==> src/rtl/dns_pkg.sv <==
// Shared types, constants and helpers for the decimal number scanner.
package dns_pkg;

    localparam int FRAC_DIGITS = 6;
    localparam int FRAC_BITS   = 16;
    localparam int INT_W       = 16;
    localparam int FRAC_W      = 20;
    localparam int CNT_W       = 3;
    localparam int VALUE_W     = 32;
    localparam int INT_LIMIT   = 65535;

    localparam logic [7:0] CHAR_ZERO  = 8'd48;
    localparam logic [7:0] CHAR_NINE  = 8'd57;
    localparam logic [7:0] CHAR_DOT   = 8'd46;
    localparam logic [7:0] CHAR_MINUS = 8'd45;

    // Fraction is held left-aligned to FRAC_DIGITS digits, so the rounded
    // binary fraction is floor((frac * 2^10 + 7812) / 15625), since
    // 10^6 = 2^6 * 15625. The divide is a reciprocal multiply, exact for
    // numerators below 2^30.
    localparam int FRAC_SHIFT  = FRAC_BITS - FRAC_DIGITS;
    localparam int ROUND_W     = FRAC_W + FRAC_SHIFT;
    localparam logic [ROUND_W-1:0] ROUND_BIAS = 30'd7812;
    localparam int RECIP_W     = 31;
    localparam logic [RECIP_W-1:0] RECIP = 31'd1125899907;
    localparam int RECIP_SHIFT = 44;
    localparam int PROD_W      = ROUND_W + RECIP_W;
    localparam int QUOT_W      = 17;

    typedef struct packed {
        logic [INT_W-1:0]  int_part;
        logic [FRAC_W-1:0] frac_part;
        logic              neg;
        logic              ovf;
        logic              eol;
    } num_snap_t;

    typedef struct packed {
        logic in_number;
        logic in_fraction;
    } scan_stat_t;

    // Weight of a fraction digit at a given position after the dot.
    function automatic logic [FRAC_W-1:0] digit_weight(input logic [CNT_W-1:0] pos);
        logic [FRAC_W-1:0] w;
        unique case (pos)
            3'd0:    w = 20'd100000;
            3'd1:    w = 20'd10000;
            3'd2:    w = 20'd1000;
            3'd3:    w = 20'd100;
            3'd4:    w = 20'd10;
            default: w = 20'd1;
        endcase
        return w;
    endfunction

endpackage

==> src/rtl/dns_scan.sv <==
// Character scanner: number state update per item and snapshot of closed numbers.
module dns_scan
    import dns_pkg::*;
(
    input  logic       aclk,
    input  logic       aresetn,
    input  logic       s_tvalid,
    output logic       s_tready,
    input  logic [7:0] s_tdata,    // text_byte
    input  logic [0:0] s_tuser,    // skip_byte
    input  logic       s_tlast,    // end_of_line
    output num_snap_t  snap,
    output logic       snap_valid,
    input  logic       snap_ready,
    output scan_stat_t stat
);

    logic [INT_W-1:0]  int_reg, int_next, a_int;
    logic [FRAC_W-1:0] frac_reg, frac_next, a_frac;
    logic [CNT_W-1:0]  cnt_reg, cnt_next, a_cnt;
    logic neg_reg, neg_next, a_neg;
    logic in_num_reg, in_num_next, a_in_num;
    logic in_frac_reg, in_frac_next, a_in_frac;
    logic ovf_reg, ovf_next, a_ovf;
    num_snap_t snap_reg, snap_next;
    logic snap_valid_reg;

    logic              accept, is_digit, emit_char, emit_eol;
    logic [7:0]        digit_full;
    logic [3:0]        digit;
    logic [INT_W+3:0]  int_ext, int_mul;
    logic [FRAC_W+3:0] frac_prod;
    logic [FRAC_W-1:0] frac_sum;

    assign s_tready   = !snap_valid_reg || snap_ready;
    assign accept     = s_tvalid && s_tready;
    assign snap       = snap_reg;
    assign snap_valid = snap_valid_reg;
    assign stat       = '{in_number: in_num_reg, in_fraction: in_frac_reg};

    assign is_digit   = (s_tdata >= CHAR_ZERO) && (s_tdata <= CHAR_NINE);
    assign digit_full = s_tdata - CHAR_ZERO;
    assign digit      = digit_full[3:0];
    assign int_ext    = {4'b0, int_reg};
    assign int_mul    = (int_ext << 3) + (int_ext << 1) + {{INT_W{1'b0}}, digit};
    assign frac_prod  = digit * digit_weight(cnt_reg);
    assign frac_sum   = frac_reg + frac_prod[FRAC_W-1:0];

    always_comb begin
        a_int     = int_reg;
        a_frac    = frac_reg;
        a_cnt     = cnt_reg;
        a_neg     = neg_reg;
        a_in_num  = in_num_reg;
        a_in_frac = in_frac_reg;
        a_ovf     = ovf_reg;
        emit_char = 1'b0;
        if (!s_tuser[0]) begin
            if (is_digit) begin
                a_in_num = 1'b1;
                if (in_frac_reg) begin
                    if (cnt_reg < CNT_W'(FRAC_DIGITS)) begin
                        a_frac = frac_sum;
                        a_cnt  = cnt_reg + 1'b1;
                    end
                end else if (int_mul > (INT_W+4)'(INT_LIMIT)) begin
                    a_int = INT_W'(INT_LIMIT);
                    a_ovf = 1'b1;
                end else begin
                    a_int = int_mul[INT_W-1:0];
                end
            end else if (s_tdata == CHAR_DOT && in_num_reg && !in_frac_reg) begin
                a_in_frac = 1'b1;
            end else begin
                if (in_num_reg) begin
                    emit_char = 1'b1;
                    a_int     = '0;
                    a_frac    = '0;
                    a_cnt     = '0;
                    a_neg     = 1'b0;
                    a_in_num  = 1'b0;
                    a_in_frac = 1'b0;
                    a_ovf     = 1'b0;
                end
                if (s_tdata == CHAR_MINUS) begin
                    a_neg = 1'b1;
                end
            end
        end

        emit_eol = s_tlast && a_in_num;

        if (emit_char) begin
            snap_next = '{int_part: int_reg, frac_part: frac_reg, neg: neg_reg,
                          ovf: ovf_reg, eol: 1'b0};
        end else begin
            snap_next = '{int_part: a_int, frac_part: a_frac, neg: a_neg,
                          ovf: a_ovf, eol: 1'b1};
        end

        if (s_tlast) begin
            int_next     = '0;
            frac_next    = '0;
            cnt_next     = '0;
            neg_next     = 1'b0;
            in_num_next  = 1'b0;
            in_frac_next = 1'b0;
            ovf_next     = 1'b0;
        end else begin
            int_next     = a_int;
            frac_next    = a_frac;
            cnt_next     = a_cnt;
            neg_next     = a_neg;
            in_num_next  = a_in_num;
            in_frac_next = a_in_frac;
            ovf_next     = a_ovf;
        end
    end

    always_ff @(posedge aclk) begin
        if (!aresetn) begin
            int_reg        <= '0;
            frac_reg       <= '0;
            cnt_reg        <= '0;
            neg_reg        <= 1'b0;
            in_num_reg     <= 1'b0;
            in_frac_reg    <= 1'b0;
            ovf_reg        <= 1'b0;
            snap_valid_reg <= 1'b0;
        end else begin
            if (accept) begin
                int_reg     <= int_next;
                frac_reg    <= frac_next;
                cnt_reg     <= cnt_next;
                neg_reg     <= neg_next;
                in_num_reg  <= in_num_next;
                in_frac_reg <= in_frac_next;
                ovf_reg     <= ovf_next;
            end
            if (s_tready) begin
                snap_valid_reg <= accept && (emit_char || emit_eol);
            end
        end
    end

    always_ff @(posedge aclk) begin
        if (accept && (emit_char || emit_eol)) begin
            snap_reg <= snap_next;
        end
    end

endmodule

==> src/rtl/dns_conv.sv <==
// Fixed-point conversion: fraction rounding multiply, then sum, saturation and sign.
module dns_conv
    import dns_pkg::*;
(
    input  logic                      aclk,
    input  logic                      aresetn,
    input  num_snap_t                 snap,
    input  logic                      snap_valid,
    output logic                      snap_ready,
    output logic                      m_tvalid,
    input  logic                      m_tready,
    output logic signed [VALUE_W-1:0] m_tdata,   // number_value
    output logic                      m_tlast    // ended_by_line_end
);

    logic              s1_valid_reg;
    logic [INT_W-1:0]  s1_int_reg;
    logic [QUOT_W-1:0] s1_quot_reg;
    logic              s1_neg_reg, s1_ovf_reg, s1_eol_reg;
    logic              out_valid_reg, out_last_reg;
    logic [VALUE_W-1:0] out_data_reg, out_data_next;

    logic               out_free, s1_ready;
    logic [ROUND_W-1:0] round_num;
    logic [PROD_W-1:0]  prod;
    logic [VALUE_W:0]   mag, limit, sat;
    logic [VALUE_W-1:0] word;

    assign out_free   = !out_valid_reg || m_tready;
    assign s1_ready   = !s1_valid_reg || out_free;
    assign snap_ready = s1_ready;

    assign round_num = {snap.frac_part, {FRAC_SHIFT{1'b0}}} + ROUND_BIAS;
    assign prod      = PROD_W'(round_num) * PROD_W'(RECIP);

    always_comb begin
        mag   = {1'b0, s1_int_reg, {FRAC_BITS{1'b0}}} + (VALUE_W+1)'(s1_quot_reg);
        limit = s1_neg_reg ? {2'b01, {(VALUE_W-1){1'b0}}} : {2'b00, {(VALUE_W-1){1'b1}}};
        sat   = (s1_ovf_reg || mag > limit) ? limit : mag;
        word  = sat[VALUE_W-1:0];
        out_data_next = s1_neg_reg ? (~word + 1'b1) : word;
    end

    always_ff @(posedge aclk) begin
        if (!aresetn) begin
            s1_valid_reg  <= 1'b0;
            out_valid_reg <= 1'b0;
        end else begin
            if (s1_ready) begin
                s1_valid_reg <= snap_valid;
            end
            if (out_free) begin
                out_valid_reg <= s1_valid_reg;
            end
        end
    end

    always_ff @(posedge aclk) begin
        if (s1_ready && snap_valid) begin
            s1_int_reg  <= snap.int_part;
            s1_quot_reg <= prod[RECIP_SHIFT +: QUOT_W];
            s1_neg_reg  <= snap.neg;
            s1_ovf_reg  <= snap.ovf;
            s1_eol_reg  <= snap.eol;
        end
        if (out_free && s1_valid_reg) begin
            out_data_reg <= out_data_next;
            out_last_reg <= s1_eol_reg;
        end
    end

    assign m_tvalid = out_valid_reg;
    assign m_tdata  = out_data_reg;
    assign m_tlast  = out_last_reg;

endmodule

==> src/rtl/decimal_number_scanner_core.sv <==
// Top level of the decimal number scanner: scanner plus conversion pipeline.
// Throughput: one item per cycle while s_tready is high; the scanner state
// updates in the accept cycle. A closed number passes the snapshot register,
// the reciprocal multiply stage and the output register before m_tvalid.
// Reset: synchronous active-low aresetn clears the scan state and all valid bits.
module decimal_number_scanner_core
    import dns_pkg::*;
(
    input  logic                      aclk,
    input  logic                      aresetn,
    input  logic                      s_tvalid,
    output logic                      s_tready,
    input  logic [7:0]                s_tdata,   // text_byte
    input  logic [0:0]                s_tuser,   // skip_byte
    input  logic                      s_tlast,   // end_of_line
    output logic                      m_tvalid,
    input  logic                      m_tready,
    output logic signed [VALUE_W-1:0] m_tdata,   // number_value
    output logic                      m_tlast    // ended_by_line_end
);

    num_snap_t  snap;
    logic       snap_valid, snap_ready;
    scan_stat_t stat;

    dns_scan u_scan (
        .aclk       (aclk),
        .aresetn    (aresetn),
        .s_tvalid   (s_tvalid),
        .s_tready   (s_tready),
        .s_tdata    (s_tdata),
        .s_tuser    (s_tuser),
        .s_tlast    (s_tlast),
        .snap       (snap),
        .snap_valid (snap_valid),
        .snap_ready (snap_ready),
        .stat       (stat)
    );

    dns_conv u_conv (
        .aclk       (aclk),
        .aresetn    (aresetn),
        .snap       (snap),
        .snap_valid (snap_valid),
        .snap_ready (snap_ready),
        .m_tvalid   (m_tvalid),
        .m_tready   (m_tready),
        .m_tdata    (m_tdata),
        .m_tlast    (m_tlast)
    );

    a_line_end_clears: assert property (@(posedge aclk) disable iff (!aresetn)
        s_tvalid && s_tready && s_tlast |=> !stat.in_number && !stat.in_fraction)
        else $error("scan state not cleared after line end");

    a_fraction_in_number: assert property (@(posedge aclk) disable iff (!aresetn)
        stat.in_fraction |-> stat.in_number)
        else $error("fraction active without a number");

    a_snap_held: assert property (@(posedge aclk) disable iff (!aresetn)
        snap_valid && !snap_ready |=> snap_valid && $stable(snap))
        else $error("stalled snapshot lost or changed");

    a_snap_eol_tag: assert property (@(posedge aclk) disable iff (!aresetn)
        s_tvalid && s_tready && !s_tlast |=> !(snap_valid && $changed(snap) && snap.eol))
        else $error("line-end tag on a number closed by a character");

endmodule
==> config.mk <==
export PLATFORM = sky130hd
export DESIGN_NAME = decimal_number_scanner_core
export DESIGN_NICKNAME = d
export VERILOG_FILES = /design/src/rtl/dns_pkg.sv /design/src/rtl/dns_scan.sv /design/src/rtl/dns_conv.sv /design/src/rtl/decimal_number_scanner_core.sv
export SDC_FILE = /design/constraint.sdc
export NUM_CORES = 1
export LEC_CHECK = 0
export BUFFER_PORTS_ARGS = -buffer_cell sky130_fd_sc_hd__buf_2
export CORE_AREA = 3 3 168 334
export DETAILED_ROUTE_END_ITERATION = 7
export DIE_AREA = 0 0 171 337
export MAX_ROUTING_LAYER = met4
export PLACE_DENSITY = 0.62
export SYNTH_ARGS = -nofsm -noshare
export SYNTH_HDL_FRONTEND = slang
export SYNTH_SLANG_ARGS = --single-unit
==> constraint.sdc <==
create_clock -name aclk -period 14.1 [get_ports aclk]
set_clock_uncertainty 0.1 [all_clocks]
set_input_delay 2.82 -clock aclk [delete_from_list [all_inputs] [get_ports aclk]]
set_output_delay 2.82 -clock aclk [all_outputs]
set_load 0.005 [all_outputs]
; ---- Word-level counts from Yosys, hierarchy flattened
; Index checks and enable logic that the tools add are counted.
[classes]
addsub = 8
mul = 2
div = 0
magnitude_cmp = 5
eq_ne = 11
shift = 0
mux = 52
n_bitwise = 1
n_reduce_logical = 22
[op_table]
columns = op, count
row1 = two-way mux 20 bit, 7
row2 = two-way mux 16 bit, 7
row3 = two-way mux 32 bit, 3
row4 = one-hot mux 17 bit (5 select lines), 1
row5 = multiplier 30 x 31 -> 61 bit (second input constant), 1
row6 = two-way mux 39 bit, 1
row7 = adder 32 x 17 -> 33 bit, 1
row8 = greater-than comparator 33 x 32 -> 1 bit, 1
row9 = adder 32 x 1 -> 32 bit (second input constant), 1
row10 = inverter 32 bit, 1
row11 = adder 30 x 13 -> 30 bit (second input constant), 1
row12 = two-way mux 1 bit, 26
row13 = two-way mux 3 bit, 7
row14 = adder 19 x 17 -> 20 bit, 1
row15 = adder 20 bit, 1
row16 = adder 20 x 4 -> 20 bit, 1
row17 = greater-than comparator 20 x 16 -> 1 bit (second input constant), 1
row18 = multiplier 4 x 17 -> 20 bit, 1
row19 = equality test 8 x 6 -> 1 bit (second input constant), 2
row20 = >= comparator 8 x 6 -> 1 bit (second input constant), 1
row21 = less-or-equal comparator 8 x 6 -> 1 bit (second input constant), 1
row22 = logical AND 1 bit, 8
row23 = equality test 3 x 2 -> 1 bit (second input constant), 2
row24 = != test 3 x 2 -> 1 bit (second input constant), 2
row25 = other kinds (14), 22
[totals]
reg_bits = 154
latchBits = 0
ramBits = 0
romBits = 0
inputBits = 14
output_inout_bits = 35
wordCells = 123
memories = 0

; ---- Logic depth before layout (Yosys ltp)
; Gate-level depths: netlist of the first run.
[depth]
ltp_word = 9
mapped_depth = 32
ltp_nobuf = 32

; ---- By module
; From an unflattened synthesis of the first run, not the netlist that was laid out.
[hier_totals]
cells_unflattened = 2277
area_unflattened_um2 = 22023.6
[by_module_without_submodules]
columns = module, n_inst, cells_per_inst, area_each_um2, seq_area_each_um2
row1 = dns_conv, 1, 1454, 14791.7, 2112.0
row2 = dns_scan, 1, 823, 7231.9, 2052.0

; ---- Worst setup path after synthesis of the first run
; Ideal clock, no wire load.
[synth_path]
path_type = register -> register
startpoint = register u_scan.snap_reg, in the netlist u_scan.snap[3]
endpoint = register u_conv.s1_quot_reg[16], data pin
setup_time_ps = 264
arrival_ps = 8143
required_ps = 13736
path_slack_ps = 5593
path_stages_with_launch = 26
path_buffers = 0
synth_period_minus_slack_ps = 8507
cell_sequence = edfxtp_1 inv_1 ha_1 nand2b_1 and3_1 nand2b_1 nor2_1 and4_1 xor2_1 fa_1 fa_1 inv_1 fa_1 fa_1 fa_1 fa_1 fa_1 ha_1 ha_1 and4_2 a221oi_1 or4b_4 a211oi_4 nor3_2 nor4_1 nor3b_1
[synth_between]
elab_chain_len = 2
[synth_rtl]
columns = item, line_no
row1 = start: declaration, dns_scan.sv:25  ; num_snap_t snap_reg, snap_next;
row2 = start signal: assignment, dns_scan.sv:148  ; snap_reg <= snap_next;
row3 = adder 30 x 13 -> 30 bit, dns_conv.sv:33  ; assign round_num = {snap.frac_part, {FRAC_SHIFT{1'b0}}} + ROUND_BIAS;
row4 = multiplier 30 x 31 -> 61 bit, dns_conv.sv:34  ; assign prod = PROD_W'(round_num) * PROD_W'(RECIP);
row5 = net u_conv.prod[60], dns_conv.sv:25  ; logic [PROD_W-1:0] prod;
row6 = end signal: assignment, dns_conv.sv:61  ; s1_quot_reg <= prod[RECIP_SHIFT +: QUOT_W];
row7 = end: declaration, dns_conv.sv:18  ; logic [QUOT_W-1:0] s1_quot_reg;
; The timed path passes the listed nets, and every way through them passes these cells.
; A chain may end at the register's enable or synchronous reset.

; ---- Final worst setup path of the first run
; Same ends and word-level chain as after synthesis.

==> qor.yml, run 1 <==
antenna_found_initial: 0
crit_path_start: "u_scan.snap[3]"
grt_max_degree: 79
setup_viol: 0
tightest_slew_ns: 1.06
yosysMostFrequentCell: "inv_1"
drt-vias-per-instance: 5.51
yosys-top-cells-area: "fa_1, ha_1, edfxtp_1"
layout.nets: 2838
cp_slowest_cell: "edfxtp_1"
grt_remaining_overflow: 0
worstPathArrival_ns: 9.74
clock_path_buffers: 2
fin_cells: 2873
postRouteAntennaNets: 0
ys_warn_count: 0
syn-num-nets: 2800
power_frac_clock_pct: 17.5
cp-start-kind: "register"
placed_cell_area_sq_um: 22500
clock.fmax_mhz: 104
power_density_nw_per_um2: 122
avgRoutedWirePerCell_um: 22.7
die_height_um: 337
stdcell_area_sq_um: 23100
clock_sinks: 154
synth_top_area_share_pct: 23.2
place_congestion: 1.06
period_share_pct: 68.3
place_inst: 2840
ioPinCount: 49
worstSkewPairLatency_ns: 0.47
crit_top_cell: "fa_1"
critPathRequiredTime_ns: 14.21
min_path_type: "register to register"
wl_um: 65100
post_cts_buffers: 0
htree_levels: 4
cp-end-kind: "register"
yosys_register_bits: 154
postSynthCellCount: 2150
swShare_pct: 44.0
grt_util_all_layers_pct: 24.1
final_max_slew_viol_count: 0
drc: 0
synthArstFlopShare_pct: 0
drt_pre_antenna_iters: 6
pwr-share-comb_pct: 63.5
io_buffers: 48
final-hold-violation-count: 0
cts_tree: "yes"
yosys.area.top_type: "fa_1"
p_leak_nw: 11.1
p_int_w: 0.00158
syn_to_final_growth_pct: 7.83
cp_max_fo: 13
synth_commonest_cells: "inv_1, ha_1, fa_1, nand2_1, edfxtp_1"
place_ws_ns: 4.50
die_x_um: 171
max-vdd-ir-drop_uv: 114
rsz0062_at_grt: "no"
start_util_pct: 39.8
num_vias: 15800
clkTransAtPathRegs_ns: 0.08
syn_area_per_cell_sq_um: 9.96
core_sq_um: 53800
synth-edff-count: 108
cts_hold_buf: 0
pwr-share-seq_pct: 19.0
synthFlopType: "edfxtp_1"
drive_gt1_share_pct: 7.13
nFillCells: 5163
grt_first_pass_wirelength_um: 99500
reg2reg_from: "u_scan.snap[3]"
ys_types: 86
cts_inserted_buffers: 17
hpwl_um: 55900
path_class: "register to register"
yosysSeqAreaShare_pct: 19.4
finalPower_w: 0.00282
setup-tns-final_ns: 0
ctsRootBufferMaster: "clkbuf_16"
cap_violations: 0
outcome: "finished, final reports clean"
critPathMaxStageDelay_ns: 0.72
drtIter0Drc: 845
worst_slack_ns: 4.47
largest_reg_flops: 39
die_area_sq_um: 57600
post_cts.resized_instances: 0
rows: 120
relSlewSlack_pct: 29.3
finalCriticalPeriod_ns: 9.63
min_from: "u_scan.snap[28]"
p_sw_w: 0.00124
netlist_area_sq_um: 21400
grt_pass1_vias: 17300
==> final cells by class <==
cell class	count	area (sq um)	share of cell area (%)
Tap cell	671	840	3.64
Antenna cell	1	2.50	0.0108
Clock buffer	17	425	1.84
Multi-Input combinational cell	1524	15500	67.1
Clock inverter	15	201	0.872
Inverter	428	1610	6.96
Timing Repair Buffer	63	353	1.53
Sequential cell	154	4160	18.0
==> power groups by stage <==
stage | registers [W] | clock network [W] | logic (W)
after global placement | 0.000542 | 0 | 0.00173
after global routing | 0.000534 | 0.000519 | 0.00206
after CTS | 0.000532 | 0.000503 | 0.00180
after floorplan | 0.000535 | 0 | 0.00132
after detailed placement | 0.000542 | 0 | 0.00178
final | 0.000534 | 0.000493 | 0.00179
==> logic make-up (layout without fill, tap and decap cells) <==
| kind of cell | Yosys count | in the layout | synth area share [%] |
|---|---|---|---|
| adders and majority gates | 636 | 636 | 45.8 |
| buffers and inverters | 472 | 523 | 8.29 |
| and+or+nand+nor | 463 | 463 | 11.3 |
| AOI/OAI and AO/OA | 318 | 318 | 10.4 |
| DFF | 154 | 154 | 19.4 |
| xor gates and xnor gates | 85 | 85 | 3.58 |
| muxes | 22 | 22 | 1.13 |
| other | 0 | 1 | 0 |
==> metal layers <==
layer  vias to the layer above  global-route usage (%)  part of all wire, %
met5                         -                       -                    0
met1                      7810                    20.1                   31
met3                       264                    2.90                  2.9
met2                       414                    44.5                   55
li1                       7346                       -                    -
met4                         0                    22.6                   12
==> worst max-delay path: cells and delay by family, from the launching register on <==
family,cells,cell delay (ns)
buffers and inverters,5,0.65
AND/OR/NAND/NOR,10,2.21
flip-flops,1,0.72
adder cells (fa/ha/maj),10,4.31
XOR/XNOR,1,0.59
AO/OA/AOI/OAI,2,0.77
==> cells in the final DEF (no fill, tap or decap), drive strengths merged, types with 10 or more instances in the layout <==
cell and count:
xnor2 41, dfxtp 46, o21a 14, mux2 17, nor4 17, a31oi 19, o211ai 13, nand3 64
a22oi 10, a21o 24, ha 388, inv 438, a211oi 11, o21ai 59, a22o 28, nand4 15
nand2b 11, edfxtp 108, fa 248, and3 18, xor2 43, nor2b 31, a21oi 65, buf 63
and2 23, nand2 111, nor2 85, nor3 46, clkbuf 17
==> final timing paths <==
path	to	slack (ns)	cells past startpoint
max reg2reg	u_conv.s1_quot_reg[16]	4.47	28
max	u_conv.s1_quot_reg[16]	4.47	28
min reg2reg	u_conv.s1_int_reg[5]	0.33	0
min	u_conv.s1_int_reg[5]	0.33	0
==> through the flow <==
stage / hold WS [ns] / utilization (%)
after detailed placement: 0.315 / 41.8
after global routing: 0.341 / 43.0
after floorplan: 0.300 / -
final: 0.329 / 43.0
after CTS: 0.333 / 43.0
after global placement: 0.318 / 41.8
Note: power is estimated with default switching activity, not from simulation.
==> run 2, diff against run 1 <==
- clock period: 14.1 -> 9.4 ns (I/O delays scaled with it)
==> qor.yml, run 2 (synthesis gave the netlist of run 1 again) <==
die_area_sq_um: 57600  # unchanged
io_buffers: 48  # unchanged
postRouteAntennaNets: 0  # unchanged
drt_pre_antenna_iters: 7  # was 6
cts_tree: "yes"  # unchanged
critPathRequiredTime_ns: 9.51  # was 14.21 ns
reg2reg_depth: 28  # unchanged
rows: 120  # unchanged
syn_to_final_growth_pct: 8.15  # was 7.83%
outcome: "finished, final reports clean"  # unchanged
clkTransAtPathRegs_ns: 0.07  # was 0.08 ns
max-vdd-ir-drop_uv: 198  # was 114 uV
largest_reg_flops: 39  # unchanged
r2r_slack_ns: 0.46  # was 4.47 ns
cp-start-kind: "register"  # unchanged
worstSkewPairLatency_ns: 0.47  # about the same
drt-vias-per-instance: 5.51  # about the same
min_path_type: "register to register"  # unchanged
nFillCells: 5152  # was 5163
cts_inserted_buffers: 17  # unchanged
place_ws_ns: -0.0340  # was 4.50 ns
clock_sinks: 154  # unchanged
min_from: "u_scan.snap[2]"  # was u_scan.snap[28]
die_height_um: 337  # unchanged
cap_violations: 0  # unchanged
final_common_cell: "inv_1"  # unchanged
cp_slowest_cell: "xor2_1"  # was edfxtp_1
worst_slack_ns: 0.462  # was 4.47 ns
r2r-end: "u_conv.s1_quot_reg[16]"  # unchanged
num_vias: 15900  # was 15800
final_cell_mix: "inv_1, ha_1, fa_1"  # unchanged
grt_max_degree: 79  # unchanged
critPathMaxStageDelay_ns: 0.59  # was 0.72 ns
final_max_slew_viol_count: 0  # unchanged
hpwl_um: 58300  # was 55900 um
crit_top_cell: "fa_1"  # unchanged
grt_first_pass_wirelength_um: 103000  # was 99500 um
ctsRootBufferMaster: "clkbuf_16"  # unchanged
drc: 0  # unchanged
post_cts_buffers: 0  # unchanged
period_share_pct: 95.1  # was 68.3%
tightest_slew_ns: 1.34  # was 1.06 ns
hold_depth: 0  # unchanged
core_sq_um: 53800  # unchanged
holdWs_ns: 0.322  # was 0.329 ns
avgRoutedWirePerCell_um: 23.5  # was 22.7 um
worstHoldEndpoint: "u_conv.s1_neg_reg"  # was u_conv.s1_int_reg[5]
grt_pass1_vias: 17400  # was 17300
wl_um: 67600  # was 65100 um
final-hold-violation-count: 0  # unchanged
finalCriticalPeriod_ns: 8.94  # was 9.63 ns
start_util_pct: 39.8  # unchanged
antenna_found_initial: 1  # was 0
grt_remaining_overflow: 0  # unchanged
place_congestion: 1.10  # was 1.06
die_x_um: 171  # unchanged
post_cts.resized_instances: 1  # was 0
rsz0062_at_grt: "no"  # unchanged
drtIter0Drc: 932  # was 845
cp-end-kind: "register"  # unchanged
clock.fmax_mhz: 112  # was 104 MHz
htree_levels: 4  # unchanged
cts_hold_buf: 0  # unchanged
clock_path_buffers: 2  # unchanged
path_class: "register to register"  # unchanged
layout.nets: 2844  # was 2838
cp_max_fo: 8  # was 13
reg2reg_from: "u_scan.snap[4]"  # was u_scan.snap[3]
grt_util_all_layers_pct: 25.0  # was 24.1%
ioPinCount: 49  # unchanged
p_leak_nw: 11.2  # was 11.1 nW
drive_gt1_share_pct: 7.48  # was 7.13%
power_density_nw_per_um2: 184  # was 122 nW/um^2
relSlewSlack_pct: 10.6  # was 29.3%
worstPathArrival_ns: 9.04  # was 9.74 ns
setup_viol: 0  # unchanged
run 2: changes by cell type in the layout (fill, tap and decap cells not counted), moves of 2 or more:
| cell | previous run | this run |
|---|---|---|
| xor2_2 | 1 | 3 |
| xor2_1 | 42 | 40 |
| buf_4 | 15 | 21 |
| inv_8 | 6 | 1 |
| clkinv_4 | 1 | 3 |
| clkinv_8 | 2 | 0 |
| clkbuf_16 | 17 | 19 |
| clkbuf_1 | 0 | 2 |
run 2: worst max-delay path, delay by kind of cell (launching register included):
kind | cells | cell delay (ns)
adder cells (fa/ha/maj) | 10 | 4.35
AND/OR/NAND/NOR | 10 | 2.13
XOR/XNOR | 1 | 0.59
AO/OA/AOI/OAI | 2 | 0.58
flip-flops | 1 | 0.49
buffers and inverters | 5 | 0.44
run 2: area by class of cell:
type | count | area, sq um | area share, %
multi-input cells | 1524 | 15500 | 67.0
flip-flops and latches | 154 | 4160 | 18.0
clock buffers | 22 | 497 | 2.14
well taps | 671 | 840 | 3.62
diodes | 1 | 2.50 | 0.0108
inverters | 428 | 1610 | 6.94
clock inverters | 10 | 128 | 0.551
repair buffers | 69 | 398 | 1.72
run 2: worst max-delay path by stage:
| stage | startpoint | endpoint | slack [ns] | depth (start not counted) |
|---|---|---|---|---|
| final | u_scan.snap[4] | u_conv.s1_quot_reg[16] | 0.46 | 28 |
| after global routing | u_scan.snap[4] | u_conv.s1_quot_reg[16] | 0.01 | 28 |
| after CTS | u_scan.snap[3] | u_conv.s1_quot_reg[16] | 0.19 | 29 |
| after detailed placement | u_scan.snap[3] | u_conv.s1_quot_reg[16] | -0.03 | 29 |
| after global placement | u_scan.snap[3] | u_conv.s1_quot_reg[16] | 0.04 | 29 |
| after floorplan | u_scan.snap[3] | u_conv.s1_quot_reg[16] | 0.89 | 25 |
run 2: report_power, final:
part           switching, W  internal, W  total [W]
sequential        0.0000215     0.000779   0.000801
combinational       0.00153      0.00118    0.00271
clock              0.000306     0.000434   0.000740
total               0.00186      0.00240    0.00425
run 2: metrics by stage:
step	area (sq um)	setup TNS (ns)	util (%)	power [W]	cells
after floorplan	21400	0	-	0.00278	2150
after global placement	22500	0	41.9	0.00340	2846
after detailed placement	22500	-0.0340	41.9	0.00350	2846
after CTS	23100	0	43.0	0.00428	2878
after global routing	23200	0	43.1	0.00472	2879
final	23200	0	43.1	0.00425	2879
run 2: layer usage:
metal	vias to the layer above	wire length [um]	GRT usage, %
li1	7378	-	-
met1	7840	20100	20.4
met2	408	37200	46.7
met3	249	2090	3.32
met4	0	8150	23.5
met5	-	0	-
